File: src/rtl/core/prq_pkg.sv
`timescale 1ns / 1ps

package prq_pkg;

  // Default sizing of the queue
  localparam int MAX_TASKS_DEF     = 16;
  localparam int PRIORITY_BITS_DEF = 8;

  // Fixed field widths of the transaction ports
  localparam int ACTION_W   = 3;
  localparam int TASK_W     = 4;
  localparam int PRIO_REQ_W = 8;
  localparam int LEN_W      = 4;

  typedef enum logic [ACTION_W-1:0] {
    ACT_SETTINGS = 3'd0,
    ACT_ENQUEUE  = 3'd1,
    ACT_REMOVE   = 3'd2,
    ACT_CHANGE   = 3'd3,
    ACT_TICK     = 3'd4
  } action_t;

  // Operation applied to the whole row of slot cells together
  typedef struct packed {
    logic remove;
    logic insert;
  } cell_op_t;

  // Write strobes and flag data for the per-task settings table
  typedef struct packed {
    logic prio_we;
    logic rr_we;
    logic queued_we;
    logic rr;
    logic queued;
  } tab_wr_t;

endpackage

File: src/rtl/core/prq_cell.sv
`timescale 1ns / 1ps

// One queue slot. A remove pulls the right-hand neighbour in from the matching
// slot onward; an insert pushes the row right from the first empty or lower-priority slot.
module prq_cell #(
  parameter int PRIORITY_BITS = prq_pkg::PRIORITY_BITS_DEF
) (
  input  logic                        clk,
  input  logic                        rst,
  input  prq_pkg::cell_op_t           op,
  input  logic [prq_pkg::TASK_W-1:0]  key_task,
  input  logic [prq_pkg::TASK_W-1:0]  ins_task,
  input  logic [PRIORITY_BITS-1:0]    ins_prio,
  input  logic                        prev_valid,
  input  logic                        prev_keep,
  input  logic [prq_pkg::TASK_W-1:0]  prev_task,
  input  logic [PRIORITY_BITS-1:0]    prev_prio,
  input  logic                        found_in,
  input  logic                        next_valid,
  input  logic [prq_pkg::TASK_W-1:0]  next_task,
  input  logic [PRIORITY_BITS-1:0]    next_prio,
  output logic                        slot_valid,
  output logic [prq_pkg::TASK_W-1:0]  slot_task,
  output logic [PRIORITY_BITS-1:0]    slot_prio,
  output logic                        keep,
  output logic                        found_out,
  output logic                        valid_next,
  output logic [prq_pkg::TASK_W-1:0]  task_next
);

  logic                     hit;
  logic [PRIORITY_BITS-1:0] prio_next;

  assign hit       = slot_valid && (slot_task == key_task);
  assign found_out = found_in || hit;
  // Hold position when this slot is served ahead of the incoming task
  assign keep      = slot_valid && (slot_prio >= ins_prio);

  always_comb begin
    valid_next = slot_valid;
    task_next  = slot_task;
    prio_next  = slot_prio;
    if (op.remove && found_out) begin
      valid_next = next_valid;
      task_next  = next_task;
      prio_next  = next_prio;
    end else if (op.insert && !keep) begin
      if (prev_keep) begin
        valid_next = 1'b1;
        task_next  = ins_task;
        prio_next  = ins_prio;
      end else begin
        valid_next = prev_valid;
        task_next  = prev_task;
        prio_next  = prev_prio;
      end
    end
  end

  always_ff @(posedge clk) begin
    if (rst) begin
      slot_valid <= 1'b0;
    end else begin
      slot_valid <= valid_next;
    end
  end

  always_ff @(posedge clk) begin
    slot_task <= task_next;
    slot_prio <= prio_next;
  end

endmodule

File: src/rtl/core/prq_tab.sv
`timescale 1ns / 1ps

// Per-task settings: priority, round-robin flag and queued flag.
module prq_tab #(
  parameter int ID_COUNT      = prq_pkg::MAX_TASKS_DEF,
  parameter int PRIORITY_BITS = prq_pkg::PRIORITY_BITS_DEF
) (
  input  logic                        clk,
  input  logic                        rst,
  input  prq_pkg::tab_wr_t            wr,
  input  logic [$clog2(ID_COUNT)-1:0] idx,
  input  logic [PRIORITY_BITS-1:0]    wr_prio,
  output logic [PRIORITY_BITS-1:0]    rd_prio,
  output logic                        rd_rr,
  output logic                        rd_queued,
  output logic [ID_COUNT-1:0]         queued_vec
);

  logic [PRIORITY_BITS-1:0] prio_mem [ID_COUNT];
  logic [ID_COUNT-1:0]      rr_vec;

  assign rd_prio   = prio_mem[idx];
  assign rd_rr     = rr_vec[idx];
  assign rd_queued = queued_vec[idx];

  always_ff @(posedge clk) begin
    if (rst) begin
      for (int i = 0; i < ID_COUNT; i++) begin
        prio_mem[i] <= '0;
      end
      rr_vec     <= '0;
      queued_vec <= '0;
    end else begin
      if (wr.prio_we) begin
        prio_mem[idx] <= wr_prio;
      end
      if (wr.rr_we) begin
        rr_vec[idx] <= wr.rr;
      end
      if (wr.queued_we) begin
        queued_vec[idx] <= wr.queued;
      end
    end
  end

endmodule

File: src/rtl/core/priority_ready_queue.sv
`timescale 1ns / 1ps

// Priority ready queue of task ids, highest priority at the head, first in
// first out among equal priorities.
// Input channel (item_valid / item_ready): one transaction carries action,
// task_id, priority_req and round_robin. Output channel (result_valid /
// result_ready): one transaction per input transaction, in order, with the
// head task (0 when empty), the queue length and a rejected flag.
// Timing: a transaction is taken in the idle cycle, the slot row does a
// remove pass in the next cycle and an insert pass in the one after, where
// the result register loads once it is free. A new transaction is taken
// only once the last one has loaded its result; the two shift passes over
// the row of slot cells set the pace.
// Stall: a result waiting on result_ready does not block the next input
// transaction; only the following result waits for the output register.
// Reset: all slots empty, all task priorities and flags cleared, no result
// pending; item_ready is held low during reset and rises as soon as rst falls.
module priority_ready_queue #(
  parameter int MAX_TASKS     = prq_pkg::MAX_TASKS_DEF,
  parameter int PRIORITY_BITS = prq_pkg::PRIORITY_BITS_DEF
) (
  input  logic                            clk,
  input  logic                            rst,
  input  logic                            item_valid,
  output logic                            item_ready,
  input  logic [prq_pkg::ACTION_W-1:0]    action,
  input  logic [prq_pkg::TASK_W-1:0]      task_id,
  input  logic [prq_pkg::PRIO_REQ_W-1:0]  priority_req,
  input  logic                            round_robin,
  output logic                            result_valid,
  input  logic                            result_ready,
  output logic [prq_pkg::TASK_W-1:0]      current_task,
  output logic [prq_pkg::LEN_W-1:0]       queue_length,
  output logic                            rejected
);

  localparam int SLOTS    = MAX_TASKS - 1;
  // Only ids that fit the task_id field can ever be named
  localparam int ID_COUNT = (MAX_TASKS < (1 << prq_pkg::TASK_W)) ?
                            MAX_TASKS : (1 << prq_pkg::TASK_W);
  localparam int IDX_W    = $clog2(ID_COUNT);
  localparam int CNT_W    = $clog2(MAX_TASKS);
  localparam int TW       = prq_pkg::TASK_W;

  typedef enum logic [1:0] {
    S_IDLE,
    S_REMOVE,
    S_INSERT,
    S_HOLD
  } state_t;

  state_t state;

  // Held transaction
  prq_pkg::action_t          item_action;
  logic [TW-1:0]             item_task;
  logic [PRIORITY_BITS-1:0]  item_prio;
  logic                      item_rr;

  // Pending insert, carried from the remove pass to the insert pass
  logic                      ins_pending;
  logic [TW-1:0]             ins_task;
  logic [PRIORITY_BITS-1:0]  ins_prio;
  logic                      bad_q;

  logic [CNT_W-1:0]          count;
  logic [CNT_W-1:0]          count_next;

  // Slot row
  logic [SLOTS-1:0]          c_valid;
  logic [SLOTS-1:0]          c_keep;
  logic [SLOTS-1:0]          c_found;
  logic [SLOTS-1:0]          c_valid_next;
  logic [TW-1:0]             c_task      [SLOTS];
  logic [TW-1:0]             c_task_next [SLOTS];
  logic [PRIORITY_BITS-1:0]  c_prio      [SLOTS];
  prq_pkg::cell_op_t         cell_op;

  // Decode of the held transaction
  logic                      bad;
  logic                      do_remove;
  logic                      do_insert;
  logic [TW-1:0]             key_task;
  logic [TW-1:0]             ins_task_d;
  logic [PRIORITY_BITS-1:0]  ins_prio_d;
  logic                      id_bad;
  logic                      full;
  logic                      head_valid;
  logic [TW-1:0]             head_task;
  logic                      res_load;

  // Settings table
  prq_pkg::tab_wr_t          tab_wr;
  prq_pkg::tab_wr_t          tab_wr_d;
  logic [IDX_W-1:0]          tab_idx;
  logic [PRIORITY_BITS-1:0]  rd_prio;
  logic                      rd_rr;
  logic                      rd_queued;
  logic [ID_COUNT-1:0]       queued_vec;

  assign item_ready = (state == S_IDLE) && !rst;
  assign head_valid = c_valid[0];
  assign head_task  = c_task[0];
  assign full       = (int'(count) >= SLOTS);
  assign id_bad     = (item_action <= prq_pkg::ACT_CHANGE) &&
                      ((item_task == '0) || (int'(item_task) >= ID_COUNT));
  // Load the result register once the insert pass is done and it is free
  assign res_load   = (state inside {S_INSERT, S_HOLD}) &&
                      (!result_valid || result_ready);

  // A tick looks up the head task, every other action the named task
  assign tab_idx = (item_action == prq_pkg::ACT_TICK) ? head_task[IDX_W-1:0] :
                                                        item_task[IDX_W-1:0];

  always_comb begin
    bad        = 1'b0;
    do_remove  = 1'b0;
    do_insert  = 1'b0;
    key_task   = item_task;
    ins_task_d = item_task;
    ins_prio_d = rd_prio;
    tab_wr_d   = '0;
    if (id_bad) begin
      bad = 1'b1;
    end else begin
      case (item_action)
        prq_pkg::ACT_SETTINGS: begin
          tab_wr_d.rr_we = 1'b1;
          tab_wr_d.rr    = item_rr;
          if (rd_prio != item_prio) begin
            tab_wr_d.prio_we = 1'b1;
            // Move a queued task to where a fresh enqueue would put it
            if (rd_queued) begin
              do_remove  = 1'b1;
              do_insert  = 1'b1;
              ins_prio_d = item_prio;
            end
          end
        end
        prq_pkg::ACT_ENQUEUE: begin
          if (rd_queued || full) begin
            bad = 1'b1;
          end else begin
            do_insert          = 1'b1;
            tab_wr_d.queued_we = 1'b1;
            tab_wr_d.queued    = 1'b1;
          end
        end
        prq_pkg::ACT_REMOVE: begin
          if (!rd_queued) begin
            bad = 1'b1;
          end else begin
            do_remove          = 1'b1;
            tab_wr_d.queued_we = 1'b1;
            tab_wr_d.queued    = 1'b0;
          end
        end
        prq_pkg::ACT_CHANGE: begin
          // A zero priority leaves everything as it is
          if ((item_prio != '0) && (rd_prio != item_prio)) begin
            tab_wr_d.prio_we = 1'b1;
            if (rd_queued) begin
              do_remove  = 1'b1;
              do_insert  = 1'b1;
              ins_prio_d = item_prio;
            end
          end
        end
        prq_pkg::ACT_TICK: begin
          // Rotate a round-robin head behind its equals
          if (head_valid && rd_rr) begin
            do_remove  = 1'b1;
            do_insert  = 1'b1;
            key_task   = head_task;
            ins_task_d = head_task;
          end
        end
        default: begin
          bad = 1'b1;
        end
      endcase
    end
  end

  always_comb begin
    tab_wr         = (state == S_REMOVE) ? tab_wr_d : '0;
    cell_op.remove = (state == S_REMOVE) && do_remove;
    cell_op.insert = (state == S_INSERT) && ins_pending;
    count_next     = count;
    if (cell_op.remove) begin
      count_next = count - 1'b1;
    end else if (cell_op.insert) begin
      count_next = count + 1'b1;
    end
  end

  prq_tab #(
    .ID_COUNT      (ID_COUNT),
    .PRIORITY_BITS (PRIORITY_BITS)
  ) u_tab (
    .clk        (clk),
    .rst        (rst),
    .wr         (tab_wr),
    .idx        (tab_idx),
    .wr_prio    (item_prio),
    .rd_prio    (rd_prio),
    .rd_rr      (rd_rr),
    .rd_queued  (rd_queued),
    .queued_vec (queued_vec)
  );

  for (genvar i = 0; i < SLOTS; i++) begin : g_cell
    logic                     prev_valid;
    logic                     prev_keep;
    logic [TW-1:0]            prev_task;
    logic [PRIORITY_BITS-1:0] prev_prio;
    logic                     found_in;
    logic                     next_valid;
    logic [TW-1:0]            next_task;
    logic [PRIORITY_BITS-1:0] next_prio;

    if (i == 0) begin : g_first
      assign prev_valid = 1'b0;
      assign prev_keep  = 1'b1;
      assign prev_task  = '0;
      assign prev_prio  = '0;
      assign found_in   = 1'b0;
    end else begin : g_inner
      assign prev_valid = c_valid[i-1];
      assign prev_keep  = c_keep[i-1];
      assign prev_task  = c_task[i-1];
      assign prev_prio  = c_prio[i-1];
      assign found_in   = c_found[i-1];
    end

    if (i == SLOTS - 1) begin : g_last
      assign next_valid = 1'b0;
      assign next_task  = '0;
      assign next_prio  = '0;
    end else begin : g_more
      assign next_valid = c_valid[i+1];
      assign next_task  = c_task[i+1];
      assign next_prio  = c_prio[i+1];
    end

    prq_cell #(
      .PRIORITY_BITS (PRIORITY_BITS)
    ) u_cell (
      .clk        (clk),
      .rst        (rst),
      .op         (cell_op),
      .key_task   (key_task),
      .ins_task   (ins_task),
      .ins_prio   (ins_prio),
      .prev_valid (prev_valid),
      .prev_keep  (prev_keep),
      .prev_task  (prev_task),
      .prev_prio  (prev_prio),
      .found_in   (found_in),
      .next_valid (next_valid),
      .next_task  (next_task),
      .next_prio  (next_prio),
      .slot_valid (c_valid[i]),
      .slot_task  (c_task[i]),
      .slot_prio  (c_prio[i]),
      .keep       (c_keep[i]),
      .found_out  (c_found[i]),
      .valid_next (c_valid_next[i]),
      .task_next  (c_task_next[i])
    );
  end

  // Hold the accepted transaction for the two passes
  always_ff @(posedge clk) begin
    if (item_valid && item_ready) begin
      item_action <= prq_pkg::action_t'(action);
      item_task   <= task_id;
      item_prio   <= PRIORITY_BITS'(priority_req);
      item_rr     <= round_robin;
    end
    if (state == S_REMOVE) begin
      ins_task <= ins_task_d;
      ins_prio <= ins_prio_d;
      bad_q    <= bad;
    end
  end

  always_ff @(posedge clk) begin
    if (rst) begin
      ins_pending <= 1'b0;
      count       <= '0;
    end else begin
      count <= count_next;
      if (state == S_REMOVE) begin
        ins_pending <= do_insert;
      end else if (state == S_INSERT) begin
        ins_pending <= 1'b0;
      end
    end
  end

  // Sequencer and result register. The result takes the row's next head, so
  // it sees the insert pass of this cycle; in the hold state the row is still.
  always_ff @(posedge clk) begin
    if (rst) begin
      state        <= S_IDLE;
      result_valid <= 1'b0;
    end else begin
      if (result_valid && result_ready && !res_load) begin
        result_valid <= 1'b0;
      end
      case (state)
        S_IDLE: begin
          if (item_valid) begin
            state <= S_REMOVE;
          end
        end
        S_REMOVE: begin
          state <= S_INSERT;
        end
        S_INSERT, S_HOLD: begin
          if (res_load) begin
            result_valid <= 1'b1;
            current_task <= c_valid_next[0] ? c_task_next[0] : '0;
            queue_length <= prq_pkg::LEN_W'(count_next);
            rejected     <= bad_q;
            state        <= S_IDLE;
          end else begin
            state <= S_HOLD;
          end
        end
        default: begin
          state <= S_IDLE;
        end
      endcase
    end
  end

`ifndef SYNTH
  // Occupied slots always form an unbroken run from the head
  a_slots_packed: assert property (@(posedge clk) disable iff (rst)
    (c_valid & (c_valid + 1'b1)) == '0)
    else $error("slot row has a gap");

  // Slot count tracks the occupied cells
  a_count_cells: assert property (@(posedge clk) disable iff (rst)
    $countones(c_valid) == int'(count))
    else $error("queue count disagrees with slot row");

  // Queued flags agree with the slot count whenever the block is idle
  a_count_flags: assert property (@(posedge clk) disable iff (rst)
    (state == S_IDLE) |-> ($countones(queued_vec) == int'(count)))
    else $error("queued flags disagree with queue count");

  // A rejected transaction leaves the queue length alone
  a_reject_still: assert property (@(posedge clk) disable iff (rst)
    ((state == S_REMOVE) && bad) |=> ((count == $past(count)) && !ins_pending))
    else $error("rejected transaction changed the queue");

  // An accepted transaction starts the remove pass at once
  a_accept_seq: assert property (@(posedge clk) disable iff (rst)
    (item_valid && item_ready) |=> (state == S_REMOVE))
    else $error("accepted transaction not sequenced");
`endif

endmodule

File: config.mk
export PLATFORM = sky130hd
export DESIGN_NAME = priority_ready_queue
export DESIGN_NICKNAME = d
export VERILOG_FILES = /design/src/rtl/core/prq_pkg.sv /design/src/rtl/core/prq_cell.sv /design/src/rtl/core/prq_tab.sv /design/src/rtl/core/priority_ready_queue.sv
export SDC_FILE = /design/constraint.sdc
export NUM_CORES = 1
export LEC_CHECK = 0
export BUFFER_PORTS_ARGS = -buffer_cell sky130_fd_sc_hd__buf_4
export CORE_MARGIN = 2
export CORE_UTILIZATION = 60
export DETAILED_ROUTE_END_ITERATION = 16
export GPL_TIMING_DRIVEN = 0
export PLACE_DENSITY = 0.75
export SLEW_MARGIN = 20
export SYNTH_ARGS = -nofsm -noshare
export SYNTH_HDL_FRONTEND = slang
export SYNTH_SLANG_ARGS = --single-unit
File: constraint.sdc
create_clock -name clk -period 7 [get_ports clk]
set_input_delay 0.7 -clock clk [delete_from_list [all_inputs] [get_ports clk]]
set_output_delay 0.7 -clock clk [all_outputs]
set_load 0.02 [all_outputs]
# After elaboration in Yosys (flattened, before gate mapping)

Memory sizes are Yosys's and may differ from the RTL's.
Index checks and enable logic that the tools add are counted.

Memory bits (read-only): 0
Memories: 1
Flip-flop bits (word level): 273
Logic and storage cells: 420
Memory bits (writable): 128
Bits in latches: 0
Input bits: 20

Eq/ne operators: 24
Reduce and logical (&&, ||, !) cells: 130
Bitwise operators: 1
Multiplexer cells: 182
Shift-type cells: 0
$mul: 0
Add/subtract/negate cells: 2
Divide/modulo/power cells: 0
Magnitude comparators: 19

Memories:

| name           | words | bits a word | rd ports | clocked after memory_dff | wr ports | RTL line      | RTL |
|---|---|---|---|---|---|---|---|
| u_tab.prio_mem | 16    | 8           | 1        | 0                        | 16       | prq_tab.sv:19 | `logic [PRIORITY_BITS-1:0] prio_mem [ID_COUNT];` |

Operators by type and width:

| cell                                                               | count |
|---|---|
| 2-to-1 mux 8 bit                                                   | 47 |
| 2-to-1 mux 4 bit                                                   | 49 |
| greater-or-equal comparator 8 bit                                  | 15 |
| logical AND 1 bit                                                  | 71 |
| 2-to-1 mux 1 bit                                                   | 70 |
| equality test 4 bit                                                | 15 |
| bitwise mux 16 bit                                                 | 2 |
| nonzero test 2 bit                                                 | 16 |
| logical NOT 1 bit                                                  | 18 |
| logical OR 1 bit                                                   | 16 |
| one-hot mux 8 bit (2 select lines)                                 | 1 |
| 2-to-1 mux 5 bit                                                   | 2 |
| binary-select mux 1 bit (select 4 bit)                             | 2 |
| != test 8 bit                                                      | 1 |
| one-hot mux 1 bit (4 select lines)                                 | 2 |
| nonzero test 8 bit                                                 | 1 |
| OR reduction 8 bit                                                 | 1 |
| equality test 3 x 2 -> 1 bit (second input constant)               | 2 |
| one-hot mux 2 bit (3 select lines)                                 | 1 |
| less-than comparator 4 x 5 -> 1 bit (second input constant)        | 1 |
| adder 4 x 1 -> 4 bit (second input constant)                       | 1 |
| demux 1 bit (select 4 bit)                                         | 1 |
| equality test 2 bit (second input constant)                        | 2 |
| greater-or-equal comparator 4 x 1 -> 1 bit (second input constant) | 1 |
| other kinds (17)                                                   | 20 |

# Longest topological paths before layout

Depth in word-level cells: 26
Depth in mapped cells: 17
Gate-level depth less buffers: 13

# Cells and area by module

Synthesis repeated with hierarchy kept, for this count alone.

Cells, all modules: 2287
Area total of the unflattened synthesis: 24937.7 um^2

Modules (own cells, without submodules):

| module                          | area an instance (um^2) | times used | seq. area each (um^2) | cells each |
|---|---|---|---|---|
| prq_cell (g_cell[0].u_cell ...) | 1001.0                  | 11         | 340.3                 | 103 |
| prq_tab                         | 7526.0                  | 1          | 4484.3                | 558 |
| prq_cell (g_cell[6].u_cell ...) | 1019.7                  | 4          | 340.3                 | 103 |
| priority_ready_queue            | 2322.2                  | 1          | 1301.2                | 184 |

# Worst setup path before layout

Ideal clock, no wire load.

Path type: flip-flop to flip-flop
Start point: register item_action[0]
End point: register g_cell[13].u_cell.slot_prio[0] (enable)
Required time: 6654 ps
Stages on the path, launching flop included: 14
Arrival: 3688 ps
Path slack: 2966 ps
Setup time: 346 ps
Path buffers: 3
Cell sequence: edfxtp_1 or3b_1 buf_2 a21o_1 mux2_2 o211ai_2 buf_2 mux2_2 a22oi_4 o211ai_1 a31oi_1 a21oi_4 buf_2 o21bai_1

Longest elaborated chain between the ends: 25
Elaborated cells between the ends (all ways): 68
Those cells by class: order compare (1); eq/ne (18); mux (14); reduce/logical (34); memory (1)

Ends and longest elaborated chain:

| element                                | RTL line                                                 | RTL |
|---|---|---|
| from (decl)                            | priority_ready_queue.sv:55                               | `prq_pkg::action_t item_action;` |
| from (signal assigned)                 | priority_ready_queue.sv:276                              | `item_action <= prq_pkg::action_t'(action);` |
| equality test 3 bit                    | priority_ready_queue.sv:112, priority_ready_queue.sv:126 |  |
| 2-to-1 mux 4 bit                       | priority_ready_queue.sv:112                              | `assign tab_idx = (item_action == prq_pkg::ACT_TICK) ? head_task[IDX_W-1:0] :` |
| binary-select mux 1 bit (select 4 bit) | prq_tab.sv:23                                            | `assign rd_rr = rr_vec[idx];` |
| 2-to-1 mux 1 bit (implied by the code) | prq_tab.sv:23                                            |  |
| logical AND 1 bit                      | priority_ready_queue.sv:171                              | `if (head_valid && rd_rr) begin` |
| 2-to-1 mux 4 bit                       | priority_ready_queue.sv:171                              |  |
| 2-to-1 mux 4 bit                       | priority_ready_queue.sv:126                              | `case (item_action)` |
| 2-to-1 mux 4 bit                       | priority_ready_queue.sv:123                              | `if (id_bad) begin` |
| equality test 4 bit                    | prq_cell.sv:34                                           | `assign hit = slot_valid && (slot_task == key_task);` |
| logical AND 1 bit                      | prq_cell.sv:34                                           |  |
| logical OR 1 bit (13 in a row)         | prq_cell.sv:35                                           | `assign found_out = found_in \|\| hit;` |
| logical AND 1 bit (*)                  | prq_cell.sv:43                                           | `if (op.remove && found_out) begin` |
| nonzero test 2 bit (no line) (*)       | n/a                                                      |  |
| to (signal assigned)                   | prq_cell.sv:70                                           | `slot_prio <= prio_next;` |
| to (decl)                              | prq_cell.sv:24                                           | `output logic [PRIORITY_BITS-1:0] slot_prio,` |

Mark *: on every way between the ends. The rest lies on a longest branch, timed or not. The select of a mux whose other input is x is not followed.
A chain may end at the register's enable or synchronous reset.

# Final worst setup path

Start point: register ins_prio[2]
End point: register g_cell[2].u_cell.slot_prio[2] (enable)

Longest elaborated chain between the ends: 5

Ends and longest elaborated chain:

| element                           | RTL line                    | RTL |
|---|---|---|
| from (decl)                       | priority_ready_queue.sv:63  | `logic [PRIORITY_BITS-1:0] ins_prio;` |
| from (signal assigned)            | priority_ready_queue.sv:283 | `ins_prio <= ins_prio_d;` |
| greater-or-equal comparator 8 bit | prq_cell.sv:37              | `assign keep = slot_valid && (slot_prio >= ins_prio);` |
| logical AND 1 bit                 | prq_cell.sv:37              |  |
| logical NOT 1 bit                 | prq_cell.sv:47              | `end else if (op.insert && !keep) begin` |
| logical AND 1 bit                 | prq_cell.sv:47              |  |
| nonzero test 2 bit (no line)      | n/a                         |  |
| to (signal assigned)              | prq_cell.sv:70              |  |
| to (decl)                         | prq_cell.sv:24              |  |

Every way passes these cells.

==> metrics.md <==
| Metric | Value |
|---|---|
| Final worst path period need | `6100 ps` |
| Grt peak-use layer | `met2` |
| Row Count | `73` |
| Number of flops mapped to enable cells by yosys | `330` |
| Worst slew margin | `0.220` |
| M3 GR Usage | `0.0671` |
| Reg clk slew, reported paths | `60 ps` |
| Outcome | `finished, final reports clean` |
| Fin. Hold Viols | `0` |
| Die footprint | `41700 sq um` |
| Worst Max-Slew Pin Slew | `1170 ps` |
| Final max-slew violation count | `0` |
| Post-CTS Setup Inserts | `0` |
| DP Cell Count | `2946` |
| CORE AREA | `39600 sq um` |
| Setup crit start kind | `flop` |
| Gate Count Post-Synth | `2381` |
| Port Buffers | `29` |
| CTS buffer count | `45` |
| Setup Viol. Count Final | `0` |
| Drt total wl | `a little under 80 mm` |
| Post-synth cell types | `79` |
| Top cell by count, worst path | `a21o_1` |
| Largest net degree at the start of global routing | `17` |
| Max-cap violation count | `0` |
| Initial DRC count | `roughly 2300` |
| Avg Cell Area, Syn | `10.1 sq um` |
| Diodes inserted | `0` |
| Ports | `31` |
| Antenna Nets Post-Route | `0` |
| Period utilization | `0.872` |
| WP data arrival | `6300 ps` |
| Initial Util | `0.607` |
| Hold_buf cts | `0` |
| Layout fillers | `3121` |
| Avg WL per Cell | `25.7 um` |
| CTS tree | `built` |
| CP required | `7200 ps` |
| Gpl congestion | `1.02` |
| Total grt overflow | `0` |
| Placed instance area | `25000 sq um` |
| Final non-filler cell total | `3030` |
| Area grow syn2layout | `9.85%` |
| GRT Total Usage | `0.372` |
| Chip width | `204 um` |
| Mapped cell area | `approximately 24000 sq um` |
| Worst-Skew Late Latency | `600 ps` |
| TritonRoute pass-1 iters | `8` |
| Post-route design area | `26400 sq um` |
| Max incr delay on CP | `990 ps` |
| Crit path max-delay family | `buffers and inverters` |
| Cell Pwr Density | `227 nW/um^2` |
| Grt met2 use | `0.606` |
| Crit path max-delay cell type | `o22ai_1` |
| Critical path class | `reg2reg` |
| Register Area | `11300 sq um` |
| Tot Pwr | `5.99 mW` |
| Post-route setup slack | `roughly 900 ps` |
| Nets | `about 2600` |
| Multi-input gate area | `11600 sq um` |
| Register area share after synthesis | `0.471` |
| Setup WS pre-CTS | `964 ps` |
| DP HPWL | `roughly 57 mm` |
| CP max FO | `16` |
| Initial antenna violation count | `1` |
| Post-Route Skew | `21.4 ps` |
| Post-route setup TNS | `0 ps` |
| Buf/Inv on CP | `3` |
| Met1 Use GR | `0.449` |
| Max clock buf depth | `3` |
| Die Y | `204 um` |
| First-pass GRT wire length | `around 120 mm` |
| Crit end category | `flop` |
| CTS H-Tree Depth | `2` |
| Max IR drop VDD | `197 uV` |
| Post-CTS resize count | `0` |
| Root buffer cell | `clkbuf_16` |
| Tightest Hold Check Type | `in2reg` |
| Synth Register Bits | `401` |
| Leak Pwr | `~10 nW` |
| Vias | `around 20000` |
| Layout cells sized above 1 | `0.0830` |
| Max Clock Freq | `164 MHz` |
| Worst reg2reg setup slack | `approximately 900 ps` |
| YS warnings | `0` |
| Top_reg_cell synth | `edfxtp_1` |
| Residual DRC | `0` |
| Num Clock Sinks | `~400` |
| Ys async rst share | `0` |
| Critical Path, Cell by Cell | `clkbuf_1, inv_1, ha_1, a21o_1, a21o_1, a21o_1, a21o_1, a21o_1, a21oi_1, nor2_1, clkbuf_1, o22ai_1` |
| RSZ-0062 raised after global routing | `false` |
| Via-per-instance ratio | `6.62` |
| Vias in the first global route | `about 19000` |
[synth_stat cells, drive strengths merged (10+ instances only)]
| master | n | area (sq um) |
|---|---|---|
| a211oi | 95 | 723 |
| a221oi | 21 | 184 |
| nand4 | 20 | 125 |
| nand2 | 270 | 1010 |
| xnor2 | 28 | 245 |
| o21ai | 232 | 1160 |
| mux2 | 14 | 158 |
| o22ai | 10 | 62.6 |
| a21oi | 107 | 599 |
| xor2 | 40 | 350 |
| and2 | 10 | 62.6 |
| nand3 | 29 | 145 |
| ha | 126 | 1580 |
| mux2i | 211 | 2110 |
| edfxtp | 330 | 9910 |
| clkbuf | 103 | 387 |
| nor4 | 33 | 206 |
| buf | 71 | 374 |
| nor2 | 178 | 676 |
| nand2b | 31 | 194 |
| o32ai | 10 | 87.6 |
| inv | 99 | 372 |
| a21o | 102 | 766 |
| nor3 | 20 | 100 |
| or3 | 16 | 100 |
| dfxtp | 71 | 1420 |
[per-layer routing]
metal	share of wire	wire length, um
met1	0.37	29000
met2	0.47	36200
met3	0.087	6740
met4	0.076	5890
met5	0.00010	8
[worst paths after layout]
path / from / end / cells past startpoint
min: priority_req[7] / item_prio[7] / 1
max reg2reg: ins_prio[2] / g_cell[2].u_cell.slot_prio[2] / 12
max: ins_prio[2] / g_cell[2].u_cell.slot_prio[2] / 12
min reg2reg: bad_q / rejected / 0
[cell usage in the layout, fill, tap and decap left out, types with 31 or more instances in the layout]
| cell type | instances |
|---|---|
| o21ai_0 | 186 |
| nor4_1 | 33 |
| dfxtp_1 | 71 |
| nor2_1 | 174 |
| clkbuf_1 | 115 |
| a21o_1 | 102 |
| xor2_1 | 40 |
| a21oi_1 | 100 |
| ha_1 | 126 |
| nand2b_1 | 31 |
| buf_4 | 34 |
| edfxtp_1 | 330 |
| o21ai_1 | 46 |
| buf_2 | 56 |
| clkbuf_16 | 45 |
| a211oi_1 | 93 |
| nand2_1 | 270 |
| mux2i_1 | 211 |
| inv_1 | 98 |
[where the power goes]
group          internal (mW)  switching (mW)  leakage, nW
registers               2.64          0.0959         3.72
clock network           1.30            1.00        0.690
logic                  0.314           0.633         5.61
[logic make-up after synthesis]
family | synth area share
simple gates | 0.117
other cells | 0.000156
buf+inv | 0.0475
fa+ha+maj | 0.0655
compound gates | 0.175
xor+xnor | 0.0248
flops | 0.471
mux | 0.0990
[per-stage QoR]
| stage | util | hold WS (ps) |
|---|---|---|
| 6_report | 0.667 | 268 |
| 5_1_grt | 0.667 | 262 |
| 4_1_cts | 0.666 | 253 |
| 3_5_place_dp | 0.631 | 407 |
| 3_3_place_gp | 0.630 | 416 |
| 2_1_floorplan | - | 400 |
[area by class of cell]
cell class | instances | area share
clock inverters | 23 | 0.00710
flip-flops and latches | 401 | 0.429
repair buffers | 33 | 0.00966
multi-input cells | 1711 | 0.440
plain buffers | 174 | 0.0288
clock buffers | 61 | 0.0462
well taps | 525 | 0.0249
inverters | 102 | 0.0145
[flip-flops by register name, indices dropped and copies added (netlist names)]
signal / count
item_rr: 1
item_task: 4
item_action: 3
g_cell.u_cell.slot_valid: 15
state: 2
ins_pending: 1
bad_q: 1
current_task: 4
result_valid: 1
u_tab.queued_vec: 16
g_cell.u_cell.slot_task: 60
rejected: 1
count: 4
g_cell.u_cell.slot_prio: 120
queue_length: 4
item_prio: 8
u_tab.prio_mem: 128
u_tab.rr_vec: 16
ins_task: 4
ins_prio: 8
[worst reg2reg max path: stages (launching register included)]
cell and delay [ps]:
edfxtp_1 780, clkbuf_1 890, inv_1 860, ha_1 560, a21o_1 160, a21o_1 170, a21o_1 170, a21o_1 180
a21o_1 170, a21oi_1 230, nor2_1 170, clkbuf_1 360, o22ai_1 990
Power figures use the tool's default switching activity.
